`src/hw/rtl/hcbd_pkg.sv`:
```
// package: types, constants and helpers for the chunked body decoder
`default_nettype none

package hcbd_pkg;

  // width of the chunk size accumulator and byte counter
  localparam int unsigned SIZE_BITS = 32;

  // characters the decoder looks at
  localparam logic [7:0] CH_CR   = 8'h0D;
  localparam logic [7:0] CH_LF   = 8'h0A;
  localparam logic [7:0] CH_SEMI = 8'h3B;
  localparam logic [7:0] CH_SP   = 8'h20;
  localparam logic [7:0] CH_TAB  = 8'h09;

  // decoder phase
  typedef enum logic [2:0] {
    PH_SIZE     = 3'd0,
    PH_EXT      = 3'd1,
    PH_DATA     = 3'd2,
    PH_EXPCR    = 3'd3,
    PH_EXPLF    = 3'd4,
    PH_TRAILER  = 3'd5,
    PH_COMPLETE = 3'd6,
    PH_ERROR    = 3'd7
  } phase_e;

  // error codes reported on the detecting beat
  typedef enum logic [1:0] {
    ERR_NONE     = 2'd0,
    ERR_BAD_CHAR = 2'd1,
    ERR_NO_CRLF  = 2'd2,
    ERR_OVERFLOW = 2'd3
  } err_e;

  // one result beat
  typedef struct packed {
    logic [7:0] body_byte;
    logic       body_valid;
    logic       chunk_last;
    logic       message_done;
    err_e       error_code;
  } hcbd_res_t;

  // hex character decode: bit 4 flags a valid digit, bits 3:0 hold its value
  function automatic logic [4:0] hex_digit(input logic [7:0] c);
    logic [4:0] r;
    logic [7:0] t;
    r = 5'd0;
    t = 8'd0;
    if (c inside {[8'h30:8'h39]}) begin
      t = c - 8'h30;
      r = {1'b1, t[3:0]};
    end else if (c inside {[8'h61:8'h66]}) begin
      t = c - 8'h57;
      r = {1'b1, t[3:0]};
    end else if (c inside {[8'h41:8'h46]}) begin
      t = c - 8'h37;
      r = {1'b1, t[3:0]};
    end
    return r;
  endfunction

endpackage

`default_nettype wire

```
`src/hw/rtl/hcbd_stream_if.sv`:
```
// stream interfaces for the input and result channels of the decoder
`default_nettype none

interface hcbd_in_if;
  logic       valid;
  logic       ready;
  logic       kind;
  logic [7:0] data_byte;

  modport source (output valid, output kind, output data_byte, input ready);
  modport sink   (input valid, input kind, input data_byte, output ready);
endinterface

interface hcbd_out_if;
  logic       valid;
  logic       ready;
  logic [7:0] body_byte;
  logic       body_valid;
  logic       chunk_last;
  logic       message_done;
  logic [1:0] error_code;

  modport source (output valid, output body_byte, output body_valid, output chunk_last,
                  output message_done, output error_code, input ready);
  modport sink   (input valid, input body_byte, input body_valid, input chunk_last,
                  input message_done, input error_code, output ready);
endinterface

`default_nettype wire

```
`src/hw/rtl/hcbd_core.sv`:
```
// decoder state and per-beat step logic
`default_nettype none

module hcbd_core (
  input  logic               clk_i,
  input  logic               rst_ni,
  input  logic               step_i,
  input  logic               kind_i,
  input  logic [7:0]         data_byte_i,
  output hcbd_pkg::hcbd_res_t res_o,
  output hcbd_pkg::phase_e   phase_o
);
  import hcbd_pkg::*;

  phase_e                phase_q, phase_d;
  logic [SIZE_BITS-1:0]  acc_q, acc_d;
  logic [SIZE_BITS-1:0]  left_q, left_d;
  logic [SIZE_BITS-1:0]  left_dec;
  logic                  cr_q, cr_d;
  logic                  bad_q, bad_d;
  logic                  empty_q, empty_d;
  logic                  ovf_q, ovf_d;
  logic [4:0]            hex;
  hcbd_res_t             res;

  assign hex      = hex_digit(data_byte_i);
  assign left_dec = left_q - {{(SIZE_BITS-1){1'b0}}, 1'b1};

  // next state and result for the current beat
  always_comb begin
    phase_d = phase_q;
    acc_d   = acc_q;
    left_d  = left_q;
    cr_d    = cr_q;
    bad_d   = bad_q;
    empty_d = empty_q;
    ovf_d   = ovf_q;
    res     = '0;
    if (kind_i) begin
      // start beat re-arms everything
      phase_d = PH_SIZE;
      left_d  = '0;
      acc_d   = '0;
      cr_d    = 1'b0;
      bad_d   = 1'b0;
      empty_d = 1'b1;
      ovf_d   = 1'b0;
    end else begin
      case (phase_q)
        PH_SIZE, PH_EXT: begin
          if (cr_q && data_byte_i == CH_LF) begin
            // end of size line
            if (bad_q) begin
              res.error_code = ERR_BAD_CHAR;
              phase_d        = PH_ERROR;
            end else if (ovf_q) begin
              res.error_code = ERR_OVERFLOW;
              phase_d        = PH_ERROR;
            end else if (acc_q == '0) begin
              phase_d = PH_TRAILER;
            end else begin
              left_d  = acc_q;
              phase_d = PH_DATA;
            end
            acc_d   = '0;
            cr_d    = 1'b0;
            bad_d   = 1'b0;
            empty_d = 1'b1;
            ovf_d   = 1'b0;
          end else begin
            // lone cr is an ordinary character
            if (cr_q) begin
              cr_d = 1'b0;
              if (phase_q == PH_SIZE) begin
                bad_d = 1'b1;
              end
            end
            if (data_byte_i == CH_CR) begin
              cr_d = 1'b1;
            end else if (phase_q == PH_EXT) begin
              // extension text ignored
            end else if (data_byte_i == CH_SEMI) begin
              phase_d = PH_EXT;
            end else if (data_byte_i == CH_SP || data_byte_i == CH_TAB) begin
              // whitespace skipped
            end else if (hex[4]) begin
              if (acc_q[SIZE_BITS-1 -: 4] != 4'd0) begin
                ovf_d = 1'b1;
              end
              acc_d = {acc_q[SIZE_BITS-5:0], hex[3:0]};
            end else begin
              bad_d = 1'b1;
            end
          end
        end
        PH_DATA: begin
          res.body_byte  = data_byte_i;
          res.body_valid = 1'b1;
          left_d         = left_dec;
          if (left_dec == '0) begin
            res.chunk_last = 1'b1;
            phase_d        = PH_EXPCR;
          end
        end
        PH_EXPCR: begin
          if (data_byte_i == CH_CR) begin
            phase_d = PH_EXPLF;
          end else begin
            res.error_code = ERR_NO_CRLF;
            phase_d        = PH_ERROR;
          end
        end
        PH_EXPLF: begin
          if (data_byte_i == CH_LF) begin
            phase_d = PH_SIZE;
            acc_d   = '0;
            cr_d    = 1'b0;
            bad_d   = 1'b0;
            empty_d = 1'b1;
            ovf_d   = 1'b0;
          end else begin
            res.error_code = ERR_NO_CRLF;
            phase_d        = PH_ERROR;
          end
        end
        PH_TRAILER: begin
          if (cr_q && data_byte_i == CH_LF) begin
            if (empty_q) begin
              res.message_done = 1'b1;
              phase_d          = PH_COMPLETE;
            end
            acc_d   = '0;
            cr_d    = 1'b0;
            bad_d   = 1'b0;
            empty_d = 1'b1;
            ovf_d   = 1'b0;
          end else begin
            if (cr_q) begin
              cr_d    = 1'b0;
              empty_d = 1'b0;
            end
            if (data_byte_i == CH_CR) begin
              cr_d = 1'b1;
            end else begin
              empty_d = 1'b0;
            end
          end
        end
        default: begin
          // complete or error: beats ignored
        end
      endcase
    end
  end

  // state registers
  always_ff @(posedge clk_i or negedge rst_ni) begin
    if (!rst_ni) begin
      phase_q <= PH_COMPLETE;
      acc_q   <= '0;
      left_q  <= '0;
      cr_q    <= 1'b0;
      bad_q   <= 1'b0;
      empty_q <= 1'b1;
      ovf_q   <= 1'b0;
    end else if (step_i) begin
      phase_q <= phase_d;
      acc_q   <= acc_d;
      left_q  <= left_d;
      cr_q    <= cr_d;
      bad_q   <= bad_d;
      empty_q <= empty_d;
      ovf_q   <= ovf_d;
    end
  end

  assign res_o   = res;
  assign phase_o = phase_q;

endmodule

`default_nettype wire

```
`src/hw/rtl/http_chunked_body_decoder.sv`:
```
// top level of the chunked http/1.1 body decoder
//
//   channel  dir  modport  payload
//   in_i     in   sink     kind, data_byte
//   out_o    out  source   body_byte, body_valid, chunk_last, message_done, error_code
//
// one result beat per input beat, passed from the input register
// through the step logic into the result register
// a new beat can be taken every cycle unless out_o stalls; the result register frees as out_o.ready takes it
// a stall on out_o holds both registers and backs up into in_i.ready
// reset leaves the decoder waiting for a start beat; no clearing pass
`default_nettype none

module http_chunked_body_decoder (
  input  logic       clk_i,
  input  logic       rst_ni,
  hcbd_in_if.sink    in_i,
  hcbd_out_if.source out_o
);
  import hcbd_pkg::*;

  logic       in_valid_q;
  logic       kind_q;
  logic [7:0] byte_q;
  logic       out_valid_q;
  hcbd_res_t  res_q;
  hcbd_res_t  res;
  phase_e     phase;
  logic       advance;

  // step when the input stage holds a beat and the result stage has room
  assign advance    = in_valid_q && (!out_valid_q || out_o.ready);
  assign in_i.ready = !in_valid_q || advance;

  // input register
  always_ff @(posedge clk_i or negedge rst_ni) begin
    if (!rst_ni) begin
      in_valid_q <= 1'b0;
    end else if (in_i.ready) begin
      in_valid_q <= in_i.valid;
    end
  end

  always_ff @(posedge clk_i) begin
    if (in_i.valid && in_i.ready) begin
      kind_q <= in_i.kind;
      byte_q <= in_i.data_byte;
    end
  end

  hcbd_core u_core (
    .clk_i       (clk_i),
    .rst_ni      (rst_ni),
    .step_i      (advance),
    .kind_i      (kind_q),
    .data_byte_i (byte_q),
    .res_o       (res),
    .phase_o     (phase)
  );

  // result register
  always_ff @(posedge clk_i or negedge rst_ni) begin
    if (!rst_ni) begin
      out_valid_q <= 1'b0;
    end else if (advance) begin
      out_valid_q <= 1'b1;
    end else if (out_o.ready) begin
      out_valid_q <= 1'b0;
    end
  end

  always_ff @(posedge clk_i) begin
    if (advance) begin
      res_q <= res;
    end
  end

  assign out_o.valid        = out_valid_q;
  assign out_o.body_byte    = res_q.body_byte;
  assign out_o.body_valid   = res_q.body_valid;
  assign out_o.chunk_last   = res_q.chunk_last;
  assign out_o.message_done = res_q.message_done;
  assign out_o.error_code   = res_q.error_code;

`ifndef SYNTHESIS
  // an accepted beat lands in the input stage
  a_in_capture: assert property (@(posedge clk_i) disable iff (!rst_ni)
    in_i.valid && in_i.ready |=> in_valid_q)
    else $error("accepted beat not captured");

  // a held input beat is never dropped
  a_in_hold: assert property (@(posedge clk_i) disable iff (!rst_ni)
    in_valid_q && !advance |=> in_valid_q)
    else $error("input stage lost a beat");

  // any reported error parks the decoder in its error phase
  a_err_phase: assert property (@(posedge clk_i) disable iff (!rst_ni)
    advance && res.error_code != ERR_NONE |=> phase == PH_ERROR)
    else $error("error reported without entering error phase");
`endif

endmodule

`default_nettype wire

```
`src/flat_wrapper.sv`:
```
// flat-port wrapper written by rule: the top's interface ports become plain ports
module http_chunked_body_decoder_flat import hcbd_pkg::*;
  (clk_i, rst_ni, in_i_valid, in_i_kind, in_i_data_byte, in_i_ready, out_o_valid, out_o_body_byte, out_o_body_valid, out_o_chunk_last, out_o_message_done, out_o_error_code, out_o_ready);
  hcbd_in_if in_i_i ();
  hcbd_out_if out_o_i ();
  input  logic clk_i;
  input  logic rst_ni;
  input wire logic [$bits(in_i_i.valid)-1:0] in_i_valid;
  input wire logic [$bits(in_i_i.kind)-1:0] in_i_kind;
  input wire logic [$bits(in_i_i.data_byte)-1:0] in_i_data_byte;
  output wire logic [$bits(in_i_i.ready)-1:0] in_i_ready;
  output wire logic [$bits(out_o_i.valid)-1:0] out_o_valid;
  output wire logic [$bits(out_o_i.body_byte)-1:0] out_o_body_byte;
  output wire logic [$bits(out_o_i.body_valid)-1:0] out_o_body_valid;
  output wire logic [$bits(out_o_i.chunk_last)-1:0] out_o_chunk_last;
  output wire logic [$bits(out_o_i.message_done)-1:0] out_o_message_done;
  output wire logic [$bits(out_o_i.error_code)-1:0] out_o_error_code;
  input wire logic [$bits(out_o_i.ready)-1:0] out_o_ready;
  assign in_i_i.valid = in_i_valid;
  assign in_i_i.kind = in_i_kind;
  assign in_i_i.data_byte = in_i_data_byte;
  assign in_i_ready = in_i_i.ready;
  assign out_o_valid = out_o_i.valid;
  assign out_o_body_byte = out_o_i.body_byte;
  assign out_o_body_valid = out_o_i.body_valid;
  assign out_o_chunk_last = out_o_i.chunk_last;
  assign out_o_message_done = out_o_i.message_done;
  assign out_o_error_code = out_o_i.error_code;
  assign out_o_i.ready = out_o_ready;
  http_chunked_body_decoder u_core (.clk_i(clk_i), .rst_ni(rst_ni), .in_i(in_i_i), .out_o(out_o_i));
endmodule
```
`config.mk`:
```
export PLATFORM = sky130hd
export DESIGN_NAME = http_chunked_body_decoder_flat
export DESIGN_NICKNAME = d
export VERILOG_FILES = /design/src/hw/rtl/hcbd_pkg.sv /design/src/hw/rtl/hcbd_stream_if.sv /design/src/hw/rtl/hcbd_core.sv /design/src/hw/rtl/http_chunked_body_decoder.sv /design/src/flat_wrapper.sv
export SDC_FILE = /design/constraint.sdc
export NUM_CORES = 1
export LEC_CHECK = 0
export ABC_CLOCK_PERIOD_IN_PS = 2900
export BUFFER_PORTS_ARGS = -buffer_cell sky130_fd_sc_hd__buf_4
export CORE_MARGIN = 2
export CORE_UTILIZATION = 50
export DETAILED_ROUTE_END_ITERATION = 16
export PLACE_DENSITY_LB_ADDON = 0.12
export SLEW_MARGIN = 10
export SYNTH_ARGS = -nofsm -noshare
export SYNTH_HDL_FRONTEND = slang
export SYNTH_SLANG_ARGS = --single-unit
```
`constraint.sdc`:
```
create_clock -name clk_i -period 2.9 [get_ports clk_i]
set_input_delay 0.58 -clock clk_i [delete_from_list [all_inputs] [get_ports clk_i]]
set_output_delay 0.58 -clock clk_i [all_outputs]
set_load 0.02 [all_outputs]
```
==> run summary <==
### Clock tree
• post-cts hold buffer count: 0
• cts bufs inserted: 9
• # clock sinks: 95
• Clock Latency Late Sink: 0.38 ns
• clock transition at the registers of the reported paths: 0.10 ns
• clock root buffer master: clkbuf_8
• buffers inserted during post-CTS setup optimization: 0
• number of buffers on the longest clock path: 2
• number of H-tree levels: 3
• TritonCTS clock tree: built

### Power and ir drop
• Clock Power Share: 10.7%
• P_int: 0.00389 W
• share of power burned in registers: 25.4%
• Switching Share: 49.7%
• Switch Pwr: 0.00385 W
• Pwr Density: 1230 nW/um^2
• logic gate share of total power: 63.8%
• maximum vdd drop: 0.948 mV
• Leakage: 2.56 nW

### Hold path
• path type of the worst min-delay path: in2async

### Synth
• share of flip-flops with an asynchronous set or reset after synthesis: 76.8%
• share of the synthesized area in the top cell type: 31.4%
• Warnings, synthesis: 0
• top flip-flop cell by instance count after synthesis: dfrtp_1
• biggest area contributors in the synthesized netlist: dfrtp_1, edfxtp_1, o21ai_0
• number of enable-type register cells in the synthesized netlist: 22
• Distinct cells, synth: 75
• largest area contributor in the netlist: dfrtp_1
• synthesized netlist net count: 659
• Post-Syn Area: 5580 um^2
• number of storage elements in the synthesis netlist: 95
• sequential area share after synthesis: 44.6%
• count of mapped cells out of synthesis: 638
• Avg Inst Size Synth: 8.75 um^2

### GRT
• initial antenna violation count: 0
• pin count of the biggest net entering global routing: 74
• number of global-route vias before repair: 4,767
• total global routing overflow: 0
• wire length of the first global-routing pass: 25,800 um
• overall track demand over capacity in global routing: 28.6%

### STA
• final hold viol count: 0
• Worst slew margin: 35.8%
• Final Critical Period: 2.71 ns
• worst hold margin: 0.329 ns
• least setup slack across all paths after layout: 0.186 ns
• Worst Clk Skew: 0.00936 ns
• pin slew with the least headroom to its limit: 0.963 ns
• Total Neg Setup Slack: 0 ns
• ratio of final minimum period to clock period: 93.6%
• total of endpoints with negative setup slack in the final report: 0
• f_max: 0.369 GHz
• setup repair after global routing missed its margin: no
• number of slew-limit violations in the final report: 0

### Placed design
• setup slack at placement: 0.141 ns
• final RePlAce weighted congestion: 0.929
• Detail Placement HPWL: 11,600 um
• I/O Buffers: 27

### Detailed routing
• first-pass iteration count of the detailed router: 5
• detail-routed via count per cell: 6.28
• antenna-violating nets left: 0
• average wire per standard cell: 19.6 um
• drt total wl: 16,000 um
• total number of vias: 5,134
• detailed router's first-iteration violation count: 504
• number of remaining DRC errors: 0

### Critical path
• Register-to-Register Setup Slack: 0.19 ns
• classification of the worst setup path: reg2reg
• critical path fanouts, max: 12
• data arrival time of the critical path: 3.03 ns
• depth of the most critical reg-to-reg path: 7
• endpoint class of the critical path: flop
• worst reg2reg endpoint: u_core.u_core.phase_o[2]
• Worst setup SP type: flop
• data required time of the critical path: 3.22 ns
• Reg2Reg Launch Point: u_core.u_core.left_q[8]

### Status
• run status: finished, final reports clean

### Floorplanning
• Die Wd: 110 um
• number of core rows: 38
• die span in y: 110 um
• core region area: 10,900 um^2
• starting density of the core: 51.3%
• Total Die Area: 12,000 um^2
• count of pins on the block boundary: 28

### Finish
• layout cells sized above 1: 17.0%
• Storage cell area: 2490 um^2
• area of the multi-input gates: 2870 um^2
• count of antenna diodes in the layout: 0
• Area growth syn-to-layout: 12.5%
• # fillers: 1,013
• net total in the final layout: 693

### Job
• max-cap viol count: 0

[cell families after synthesis]
| kind of cell | count (synthesis) | synth area share (%) |
|---|---|---|
| DFF | 95 | 44.6 |
| xor gates and xnor gates | 6 | 0.941 |
| adders and majority gates | 8 | 1.79 |
| muxes | 3 | 0.560 |
| and+or+nand+nor | 265 | 25.4 |
| AOI/OAI and AO/OA | 202 | 22.1 |
| buffers and inverters | 59 | 4.59 |
[cell type report]
class / instances / area share, %
clock inverter: 7 / 0.817
clock buffer: 9 / 1.97
multi-input combinational: 484 / 45.6
inverter: 14 / 0.836
sequential: 95 / 39.7
tap: 140 / 2.79
timing repair buffer: 68 / 8.33
[cells in the mapped netlist, drive strengths merged, types with 4 or more instances]
master,number
o21ai,86
nand2,84
dfrtp,70
a21oi,53
nor2,43
nor3,30
clkbuf,29
edfxtp,22
nor4,20
buf,16
inv,14
and3,13
nand2b,9
nor2b,9
a31oi,8
ha,8
nand3,8
nand4,8
or3,7
o31ai,6
a22oi,5
and2,5
nand3b,4
nand4b,4
o41ai,4
xnor2,4
[power by group through the flow]
stage	sequential (W)	combinational, W	clock (W)
after CTS	0.00195	0.00485	0.000853
after global routing	0.00201	0.00544	0.000906
after detailed placement	0.00198	0.00483	0
after global placement	0.00197	0.00478	0
final	0.00197	0.00494	0.000831
after floorplan	0.00189	0.00351	0
[layer usage]
metal | part of all wire (%) | GRT usage [%] | vias up
met5 | 0 | 0 | -
met4 | 1.6 | 8.77 | 0
met3 | 6.5 | 3.97 | 22
met2 | 44 | 42.3 | 165
met1 | 47 | 43.4 | 2529
li1 | - | - | 2418
[what timing repair did]
action                                 in CTS  in global routing
gates resized for setup                     0                  3
endpoints found under the hold margin       0                  0
setup endpoints to repair                   0                 36
[stage by stage]
| stage | area, um^2 | cells | total power (W) | util [%] |
|---|---|---|---|---|
| after detailed placement | 6090 | 801 | 0.00681 | 56.0 |
| after global placement | 6090 | 801 | 0.00675 | 56.0 |
| final | 6280 | 817 | 0.00774 | 57.7 |
| after CTS | 6270 | 817 | 0.00765 | 57.6 |
| after floorplan | 5580 | 638 | 0.00540 | - |
| after global routing | 6280 | 817 | 0.00836 | 57.7 |
[critical path, cell delays in order (launching register included)]
cell	delay, ns
dfrtp_1	0.48
or4_4	0.53
or3_4	0.45
nor4_1	0.36
xor2_1	0.15
a211oi_2	0.29
o2111ai_2	0.21
a21oi_1	0.19
[cells in the final DEF (no fill, tap or decap), types with 6 or more instances in the layout]
| cell type | synthesis | layout |
|---|---|---|
| nand3_1 | 8 | 8 |
| buf_4 | 0 | 67 |
| a31oi_1 | 8 | 8 |
| a21oi_1 | 53 | 53 |
| nor2b_1 | 9 | 9 |
| nor3_1 | 27 | 26 |
| nor2_1 | 43 | 43 |
| nor4_1 | 18 | 18 |
| nand4_1 | 8 | 8 |
| nand2_1 | 84 | 84 |
| dfrtp_1 | 70 | 70 |
| o21ai_0 | 86 | 86 |
| and3_1 | 13 | 13 |
| clkbuf_8 | 0 | 9 |
| nand2b_1 | 9 | 9 |
| o31ai_1 | 6 | 6 |
| inv_1 | 14 | 14 |
| edfxtp_1 | 22 | 22 |
| ha_1 | 8 | 8 |
[sequential cells by signal (all words and copies together) (netlist names), 2 cells and up]
| name | cells |
|---|---|
| u_core.byte_q | 8 |
| u_core.out_o.error_code | 2 |
| u_core.u_core.left_q | 32 |
| u_core.out_o.body_byte | 8 |
| u_core.u_core.acc_q | 32 |
| u_core.u_core.phase_o | 3 |
[how the worst max path moves through the flow]
stage | from | end | slack (ns) | cells past startpoint
floorplan | u_core.u_core.left_q[9] | u_core.out_o.chunk_last | 0.28 | 9
CTS | u_core.u_core.left_q[8] | u_core.out_o.chunk_last | 0.12 | 7
global route | u_core.u_core.left_q[10] | u_core.u_core.phase_o[0] | 0.06 | 7
finish | u_core.u_core.left_q[8] | u_core.u_core.phase_o[2] | 0.19 | 7
detailed placement | u_core.u_core.left_q[10] | u_core.out_o.chunk_last | 0.14 | 7
global placement | u_core.u_core.left_q[10] | u_core.out_o.chunk_last | 0.21 | 7
Power figures use the tool's default switching activity.
